[config.mk]
export PLATFORM = sky130hd
export DESIGN_NAME = mps_cmd_fifo
export DESIGN_NICKNAME = d
export VERILOG_FILES = /design/src/design/mps_pkg.sv /design/src/design/mps_cmd_fifo.sv
export SDC_FILE = /design/constraint.sdc
export NUM_CORES = 1
export LEC_CHECK = 0
export BUFFER_PORTS_ARGS = -buffer_cell sky130_fd_sc_hd__clkbuf_2
export CORE_MARGIN = 1.5
export CORE_UTILIZATION = 25
export CTS_BUF_LIST = sky130_fd_sc_hd__clkbuf_4 sky130_fd_sc_hd__clkbuf_8
export DETAILED_ROUTE_END_ITERATION = 12
export GPL_ROUTABILITY_DRIVEN = 0
export SETUP_SLACK_MARGIN = 0.15
export SYNTH_ARGS = -nofsm -noshare
export SYNTH_HDL_FRONTEND = slang
export SYNTH_SLANG_ARGS = --single-unit
[constraint.sdc]
create_clock -name clk -period 2.6 [get_ports clk]
set_input_delay 0.52 -clock clk [delete_from_list [all_inputs] [get_ports clk]]
set_output_delay 0.52 -clock clk [all_outputs]
set_load 0.05 [all_outputs]
[src/design/mps_pkg.sv]
// ----------------------------------------------------------------------------
// mps_pkg
// Shared codes, command and register types for the min-plus squaring block.
// ----------------------------------------------------------------------------
package mps_pkg;

	localparam int OP_W           = 2;
	localparam int IDX_W          = 6;
	localparam int DIST_W         = 16;
	localparam int NODE_CNT_W     = 7;
	localparam int STEP_W         = 3;
	localparam int IN_TDATA_W     = 32;
	localparam int OUT_TDATA_W    = 16;
	localparam int CFG_IDX_W      = 1;
	localparam int CMD_FIFO_DEPTH = 4;

	// Host operation codes
	localparam logic [OP_W-1:0] OP_LOAD = 2'd0;
	localparam logic [OP_W-1:0] OP_RUN  = 2'd1;
	localparam logic [OP_W-1:0] OP_READ = 2'd2;

	// Configuration register indexes
	localparam logic [CFG_IDX_W-1:0] REG_NODE_COUNT = 1'd0;
	localparam logic [CFG_IDX_W-1:0] REG_INFINITY   = 1'd1;

	localparam logic [NODE_CNT_W-1:0] NODE_COUNT_RST = 7'd64;
	localparam logic [DIST_W-1:0]     INFINITY_RST   = 16'hFFFF;

	// Result kinds
	localparam logic RES_READ = 1'b0;
	localparam logic RES_DONE = 1'b1;

	typedef enum logic [1:0] {
		CMD_LOAD,
		CMD_RUN,
		CMD_READ
	} cmd_kind_t;

	typedef struct packed {
		cmd_kind_t           kind;
		logic                in_range;
		logic [IDX_W-1:0]    row;
		logic [IDX_W-1:0]    column;
		logic [DIST_W-1:0]   distance;
	} cmd_t;

	typedef struct packed {
		logic [NODE_CNT_W-1:0] node_count;
		logic [DIST_W-1:0]     infinity;
	} cfg_regs_t;

	// Squarings needed to cover paths of up to nodes-1 hops: bit length of nodes-1.
	function automatic logic [STEP_W-1:0] squarings_for(input logic [NODE_CNT_W-1:0] nodes);
		logic [NODE_CNT_W-1:0] span;
		logic [STEP_W-1:0]     steps;
		span  = nodes - NODE_CNT_W'(1);
		steps = '0;
		for (int b = 0; b < NODE_CNT_W; b++) begin
			if (span[b]) begin
				steps = STEP_W'(b + 1);
			end
		end
		return steps;
	endfunction

endpackage

[src/design/mps_cmd_fifo.sv]
// ----------------------------------------------------------------------------
// mps_cmd_fifo
// Short command queue between the decoder and the execution engine.
// ----------------------------------------------------------------------------
module mps_cmd_fifo import mps_pkg::*; (
	input  logic clk,
	input  logic arst_n,
	input  logic push_valid,
	output logic push_ready,
	input  cmd_t push_cmd,
	output logic pop_valid,
	input  logic pop_ready,
	output cmd_t pop_cmd
);

	localparam int PTR_W = $clog2(CMD_FIFO_DEPTH);

	cmd_t             slot_q [CMD_FIFO_DEPTH];
	logic [PTR_W-1:0] wr_ptr_q;
	logic [PTR_W-1:0] rd_ptr_q;
	logic [PTR_W:0]   count_q;
	logic             do_push;
	logic             do_pop;

	assign push_ready = (count_q != (PTR_W+1)'(CMD_FIFO_DEPTH));
	assign pop_valid  = (count_q != '0);
	assign pop_cmd    = slot_q[rd_ptr_q];
	assign do_push    = push_valid && push_ready;
	assign do_pop     = pop_valid && pop_ready;

	always_ff @(posedge clk) begin
		if (do_push) begin
			slot_q[wr_ptr_q] <= push_cmd;
		end
	end

	always_ff @(posedge clk or negedge arst_n) begin
		if (!arst_n) begin
			wr_ptr_q <= '0;
			rd_ptr_q <= '0;
			count_q  <= '0;
		end else begin
			if (do_push) begin
				wr_ptr_q <= wr_ptr_q + 1'b1;
			end
			if (do_pop) begin
				rd_ptr_q <= rd_ptr_q + 1'b1;
			end
			case ({do_push, do_pop})
				2'b10:   count_q <= count_q + 1'b1;
				2'b01:   count_q <= count_q - 1'b1;
				default: count_q <= count_q;
			endcase
		end
	end

endmodule

======== Word-level counts from Yosys, hierarchy flattened ========
Memories as Yosys holds them, arrays and structs flattened.
Cells that the tools add are included.
word-level totals
  output and inout port bits .............. 33
  latch bits .............................. 0
  flip-flop bits (word level) ............. 7
  memories kept ........................... 1
  bits in read-only memories .............. 0
  input port bits ......................... 35
  memory bits (writable) .................. 124
memories
  name    words  width  read ports  clocked after memory_dff  write ports  line                source
  slot_q  4      31     1           0                         1            mps_cmd_fifo.sv:18  cmd_t slot_q [CMD_FIFO_DEPTH];
operators by class
  equality and inequality tests ........... 3
  shift operators ......................... 0
  multiplexer cells ....................... 3
  multiply operators ...................... 0
  $add $sub $neg .......................... 4
  div/mod/pow operators ................... 0
  reductions and logical operators ........ 4
  bitwise logic cells ..................... 0
  $lt $le $gt $ge ......................... 0
operators with widths
  cell                                                                 count
  3-bit one-hot mux with 2 select lines                                1
  2-bit by 1-bit adder with 2-bit output (second input constant)       2
  3-bit by 1-bit adder with 3-bit output (second input constant)       1
  3-bit != test (second input constant)                                1
  3-bit nonzero test                                                   1
  3-bit by 1-bit subtractor with 3-bit output (second input constant)  1
  2-bit by 1-bit == test with 1-bit output (second input constant)     1
  2-bit == test (second input constant)                                1
  1-bit logical AND                                                    2
  1-bit two-way mux                                                    2
  2-bit nonzero test                                                   1

======== Logic depth before layout (Yosys ltp) ========
Gate-level depths: netlist of run 1.
  word-level depth ........................ 4
  mapped depth ............................ 9
  mapped depth without buffers ............ 9

======== Least setup slack after synthesis of run 1 ========
Ideal clock, no wire load.
  path type ............................... reg2reg
  start point ............................. register count_q[0]
  end point ............................... register count_q[2]
  buffers on the path ..................... 0
  arrival ................................. 2.101 ns
  clock period less this slack ............ 2.180 ns
  cell stages (with the launch flop) ...... 10
  path slack .............................. 0.420 ns
  cell sequence ........................... dfrtp_1 -> or3b_4 -> and2_4 -> inv_1 -> ha_1 -> inv_1 -> fa_1 -> xor2_1 -> nor2_1 -> xor2_1
on the way
  longest elaborated chain between the ends .. 4
ends and longest elaborated chain
  item                                                                                line                source
  start: declaration                                                                  mps_cmd_fifo.sv:21  logic [PTR_W:0] count_q;
  start signal: assignment                                                            mps_cmd_fifo.sv:50  2'b10: count_q <= count_q + 1'b1;
  start signal: assignment                                                            mps_cmd_fifo.sv:51  2'b01: count_q <= count_q - 1'b1;
  start signal: assignment                                                            mps_cmd_fifo.sv:52  default: count_q <= count_q;
  3-bit != test *                                                                     mps_cmd_fifo.sv:25  assign push_ready = (count_q != (PTR_W+1)'(CMD_FIFO_DEPTH));
  named net push_ready                                                                mps_cmd_fifo.sv:9   output logic push_ready,
  1-bit logical AND *                                                                 mps_cmd_fifo.sv:28  assign do_push = push_valid && push_ready;
  2-bit by 1-bit == test with 1-bit output / 2-bit == test (equally long branches)    mps_cmd_fifo.sv:49  case ({do_push, do_pop})
  3-bit one-hot mux with 2 select lines / 2-bit nonzero test (equally long branches)  -
The timed path passes the listed nets; every way through them passes the cells marked *.
A chain may end at the register's enable or synchronous reset.

==> results of run 1 <==
-- cells by family (layout without fill, tap and decap cells) --
logic type / after synthesis / after routing
compound gates: 1 / 1
buf+inv: 13 / 109
flops: 131 / 131
xor+xnor: 6 / 6
fa+ha+maj: 6 / 6
mux: 33 / 33
simple gates: 9 / 9
-- cell usage after synthesis, drive strengths merged --
master  number  share of area (%)
and2         1               0.18
and3         4               0.61
buf          7               0.72
dfrtp        7                3.6
edfxtp     124                 76
fa           1               0.41
ha           5                1.3
inv          6               0.46
mux2         1               0.31
mux2i        1               0.20
mux4        31                 14
nand2        1              0.077
nor2         1              0.077
o31a         1               0.20
or3          1               0.15
or3b         1               0.23
xnor2        3               0.54
xor2         3               0.54
-- layer usage --
metal,vias to the layer above,routed length [um],GRT usage [%]
met1,1158,3950,11.8
met2,48,4650,16.3
met3,12,480,4.33
met5,-,0,0
li1,994,-,-
met4,0,129,3.74
-- critical path: stages (launching register included) --
cell and delay, ns:
dfrtp_2 0.40, buf_12 0.22, mux4_2 0.53, clkbuf_2 0.25
-- final cells by class --
| type | count | area [um2] | area share [%] |
|---|---|---|---|
| clock buffer | 18 | 241 | 4.08 |
| clock inverter | 14 | 88.8 | 1.50 |
| inverter | 6 | 22.5 | 0.381 |
| multi-input combinational | 55 | 933 | 15.8 |
| sequential | 131 | 3900 | 66.0 |
| tap | 260 | 325 | 5.50 |
| timing repair buffer | 71 | 400 | 6.77 |
-- through the flow --
stage	worst slack (ns)	power (mW)	hold WS, ns
after floorplan	0.420	5.33	0.224
after global placement	0.480	6.06	0.372
after detailed placement	0.338	6.13	0.374
after CTS	0.155	7.59	0.266
after global routing	0.120	7.86	0.258
final	0.237	7.45	0.305
-- what timing repair did --
item,in CTS,in global routing
gates cloned,0,0
endpoints found under the hold margin,7,0
setup buffers,0,0
resized for setup,2,17
setup endpoints to repair,25,31
hold buffers,1,0
-- flip-flops by register name, summed over array words and instances (netlist names) --
register and count:
wr_ptr_q 2, rd_ptr_q 2, count_q 3, slot_q 124
-- final timing paths --
check / start / endpoint / cells past startpoint
max: rd_ptr_q[0]$_DFFE_PN0P_ / pop_cmd[17] / 3
min: push_cmd[30] / slot_q[0][30]$_DFFE_PP_ / 1
max reg2reg: count_q[0]$_DFFE_PN0P_ / count_q[2]$_DFFE_PN0P_ / 9
min reg2reg: count_q[2]$_DFFE_PN0P_ / count_q[2]$_DFFE_PN0P_ / 1
max in group asynchronous: arst_n / rd_ptr_q[1]$_DFFE_PN0P_ / 2
min in group asynchronous: arst_n / wr_ptr_q[1]$_DFFE_PN0P_ / 2
-- power by group through the flow --
stage	registers (mW)	clock network [mW]	logic, mW
final	2.99	1.45	3.02
after global routing	3.04	1.58	3.23
after CTS	3.00	1.50	3.09
after detailed placement	3.04	0	3.08
after global placement	3.00	0	3.06
after floorplan	2.93	0	2.40
==> impl_results.md, run 1 <==
- Status: finished clean
- Max-slew violations: 0
- Core area: 19000 um2
- Area share of and/or/nand/nor cells after synthesis: 1.33%
- Startpoint types: flip-flop
- Total negative slack: 0 ns
- CTS sink cnt: 131
- Full die area: 20400 um2
- Synth cell types: 20
- PD cells: 1260 nW/um2
- Leakage: 2.03 nW
- Cell area after synthesis: 4890 um2
- DR WL/cell: 16.6 um
- RSZ-0062 raised after global routing: yes
- Synth Area in Compound Gates: 0.205%
- Clock root buffer: clkbuf_8
- Top Ports: 68
- Synthesized area per cell: 24.6 um2
- Final worst-path cycle share: 90.9%
- Syn-to-layout area delta: 21.0%
- Hold Vio Cnt, Final: 0
- Design area: 5920 um2
- Crit path max fanout: 20
- Post-route ant nets: 0
- CTS buffer count: 17
- HP Class: in2reg
- Worst EP required: 2.08 ns
- Worst-skew pair later-pin latency: 0.43 ns
- Initial Utilization: 25.8%
- DP Wirelength: 5.52 mm
- Number of synthesized register bits: 131
- H-tree levels: 4
- Fraction of layout cells with a size suffix above 1: 47.8%
- Minimum clock period: 2.36 ns
- Fin cells: 555
- IO Port Bufs: 67
- Maximum number of pins on one net before global-route repair: 32
- Nature of the critical path endpoint: output pin
- Mux contribution to synthesized area: 14.8%
- Post-Syn Nets: 240
- Highest clock rate: 0.423 GHz
- DRT Pass-1 Iters: 4
- Clock power frac: 19.4%
- Row count: 50
- Int Power: 4.43 mW
- Layout Skew: 0.0150 ns
- TritonCTS clock tree: built
- CP Class: reg2out
- WP data arrival: 1.84 ns
- Placed insts: 522
- Final core utilization: 31.2%
- Switching power: 3.03 mW
- Vias per cell: 3.99
- Clock Path Buffers: 2
- Part of the power in registers: 40.1%
- Final Net Count: 323
- Max-Cap Viols: 0
- Slew @ Worst Pin: 0.958 ns
- Initial antenna violation count: 0
- Worst R2R Setup Slack: 0.34 ns
- DR iter-0 viols: 121
- Final Setup Violations: 0
- Maximum VDD drop: 0.000588 V
- Largest family of logic cells by synthesized area: multiplexers
- Adder-Cell Fraction of Synth Area: 1.69%
- Combinational cell fraction of total power: 40.5%
- Clk pin slew, worst setup/hold paths: 0.08 ns
- Post-Route WL: 9.21 mm
- First-pass GRT wire length: 14.4 mm
- Synth Area in XOR/XNOR: 1.07%
- DRC viols: 0
- Die height: 143 um
- Switching share of power: 40.6%
- YS warnings: 0
- GR Overflow Total: 0
- Commonest non-fill, non-tap cell in the layout: edfxtp_1
- Most frequent cells in the layout: edfxtp_1 (124), clkbuf_2 (51), mux4_2 (31)
- Synthesized instance count: 199
- Register area share after synthesis: 79.7%
- Total number of vias: 2212
- Area after DPL: 5570 um2
- Die width: 143 um
- Slew HR: 36.1%
- # diodes: 0
- Fillers: 1862
- Vias in the first global route: 2484
- All-Layer GR Usage: 10.0%
(Power assumes the default switching activity.)
==> inputs of run 2 (changes only) <==
Settings changed: BUFFER_PORTS_ARGS -buffer_cell sky130_fd_sc_hd__clkbuf_2 to not set, DONT_BUFFER_PORTS set to 1.
Clock period 2.6 ns to 1.91 ns, I/O delays scaled along.
==> impl_results.md, run 2 (synthesis gave the netlist of run 1 again) <==
- Min-Delay Path Depth: 0 (-1)
- Worst EP required: 1.53 ns (-0.55 ns)
- Clock root buffer: clkbuf_8
- Final core utilization: 32.7% (+1.5 points)
- Clock Path Buffers: 2 (unchanged)
- TritonCTS clock tree: built
- Worst Min Path Start: push_cmd[13]
- Top reg by flops: slot_q
- Row count: 50 (unchanged)
- Die height: 143 um (unchanged)
- CP top delay family: multiplexers
- Fillers: 1819 (-2.3%)
- Hold Vio Cnt, Final: 0 (unchanged)
- Final Net Count: 295 (-8.7%)
- FF+latch area: 3900 um2 (about the same)
- PD cells: 1770 nW/um2 (+40%)
- Grt met1 use: 11.4% (-0.41 points)
- HP Class: in2reg
- Cell chain of the critical path: buf_12 > clkbuf_16 > mux4_2
- DRC viols: 0 (unchanged)
- M3 GR Usage: 4.29% (-0.034 points)
- H-tree levels: 4 (unchanged)
- R2R Path End: count_q[2]$_DFFE_PN0P_
- Final worst-path cycle share: 114%
- Commonest non-fill, non-tap cell in the layout: edfxtp_1
- GR Overflow Total: 0 (unchanged)
- CP Buf/Inv Count: 2 (unchanged)
- CP Class: reg2out
- All-Layer GR Usage: 10.0% (about the same)
- Global routing's busiest layer: met2
- # diodes: 0 (unchanged)
- Layout Skew: 0.0113 ns (-0.00370 ns)
- Initial antenna violation count: 0 (unchanged)
- Syn-to-layout area delta: 26.8%
- Top Ports: 68 (unchanged)
- Registers with the most flip-flops: slot_q: 124 flops, count_q: 3 flops
- Vias per cell: 4.06 (+1.9%)
- Die width: 143 um (unchanged)
- Hold Path Sink: slot_q[3][13]$_DFFE_PP_
- RSZ-0062 raised after global routing: yes
- Largest register FFs: 124 (unchanged)
- DR WL/cell: 18.7 um (+13%)
- Vias in the first global route: 2389 (-3.8%)
- Post-Route WL: 9.85 mm (+7.0%)
- Highest clock rate: 0.460 GHz
- Total number of vias: 2137 (-3.4%)
- DP Wirelength: 5.73 mm (+3.8%)
- CTS sink cnt: 131 (unchanged)
- Worst r2r src: count_q[1]$_DFFE_PN0P_
- Worst R2R Path Depth: 9 (unchanged)
- Met2 usage in global routing: 16.5% (+0.18 points)
- Post-route ant nets: 0 (unchanged)
- Total negative slack: -7.74 ns (-7.74 ns)
- Slew HR: 76.1% (+40 points)
- Final Setup Violations: 32 (+32)
- Worst-skew pair later-pin latency: 0.42 ns (about the same)
- Fraction of layout cells with a size suffix above 1: 40.2% (-7.6 points)
- Worst R2R Setup Slack: -0.07 ns (-0.41 ns)
- Max-slew violations: 0 (unchanged)
- Initial Utilization: 25.8% (unchanged)
- DRT Pass-1 Iters: 5 (+1)
- DR iter-0 viols: 104 (-14%)
- Status: finished, violations left
- Minimum clock period: 2.18 ns
- Full die area: 20400 um2 (unchanged)
- CP max stage delay: 0.66 ns (+0.13 ns)
- Maximum VDD drop: 0.000670 V (+14%)
- IO Port Bufs: 0 (-100%)
- Pre-CTS setup slack: -0.0705 ns (-0.408 ns)
- Crit-path slowest cell: mux4_2
- Clk pin slew, worst setup/hold paths: 0.07 ns (about the same)
- Maximum number of pins on one net before global-route repair: 20 (-38%)
- WP data arrival: 1.79 ns (-0.05 ns)
- Nature of the critical path endpoint: output pin
- Failing checks: negative setup slack
- Most frequent cells in the layout: edfxtp_1 (124), mux4_2 (31), clkbuf_8 (17)
- Post-route setup slack: -0.266 ns (-0.503 ns)
- Leakage: 2.05 nW (+0.90%)
- Slew @ Worst Pin: 0.357 ns (-0.601 ns)
- Core area: 19000 um2 (unchanged)
- Crit path max fanout: 5 (-75%)
- First-pass GRT wire length: 14.3 mm (-0.91%)
- Max-Cap Viols: 0 (unchanged)
- Area of the multi-input gates: 967 um2 (+3.6%)
- CTS buffer count: 17 (unchanged)
- Startpoint types: flip-flop
-- run 2: cell count changes in the layout (fill, tap and decap cells not counted), moves of 7 or more --
cell | before | now
clkbuf_2 | 51 | 0
buf_2 | 16 | 0
dlygate4sd3_1 | 1 | 12
buf_4 | 0 | 9
buf_12 | 2 | 9
buf_6 | 0 | 7
-- run 2: timing repair --
item / in CTS / in global routing
resized for setup: 10 / 24
gates cloned: 1 / 5
pin swaps: 7 / 0
endpoints found under the hold margin: 7 / 25
setup buffers: 4 / 2
setup endpoints to repair: 81 / 46
hold buffers: 1 / 11
-- run 2: through the flow --
| stage | instances | hold WS, ns | cell area [um2] | power, mW |
|---|---|---|---|---|
| finish | 526 | 0.0482 | 6200 | 11.0 |
| global route | 526 | 0.0000382 | 6200 | 11.5 |
| CTS | 508 | 0.000304 | 5850 | 10.7 |
| detailed placement | 471 | 0.0866 | 5350 | 8.09 |
| global placement | 471 | 0.0867 | 5350 | 8.01 |
| floorplan | 199 | 0.0864 | 4910 | 7.29 |
-- run 2: report_power, final --
part	internal, mW	switching, mW
logic	1.68	2.98
registers	3.81	0.154
clock network	1.31	1.01
total	6.80	4.15
-- run 2: worst max path at each step --
stage               cells past startpoint  slack, ns                     end               startpoint
floorplan                               9      -0.21  count_q[2]$_DFFE_PN0P_   count_q[0]$_DFFE_PN0P_
global placement                        9      -0.01  count_q[2]$_DFFE_PN0P_   count_q[0]$_DFFE_PN0P_
detailed placement                      9      -0.07  count_q[2]$_DFFE_PN0P_   count_q[0]$_DFFE_PN0P_
CTS                                     3      -0.29             pop_cmd[25]  rd_ptr_q[0]$_DFFE_PN0P_
global route                            3      -0.34             pop_cmd[21]  rd_ptr_q[0]$_DFFE_PN0P_
finish                                  3      -0.27             pop_cmd[30]  rd_ptr_q[0]$_DFFE_PN0P_
-- run 2: cell type report --
class	count	area share (%)
sequential	131	62.9
multi-input combinational	55	15.6
timing repair buffer	43	9.51
tap	260	5.25
clock buffer	20	4.14
clock inverter	11	2.22
inverter	6	0.363
-- run 2: routing by layer --
metal / wire length (um) / vias up
met5: 0 / -
met4: 140 / 0
met3: 584 / 11
met2: 4980 / 57
met1: 4150 / 1128
li1: - / 941
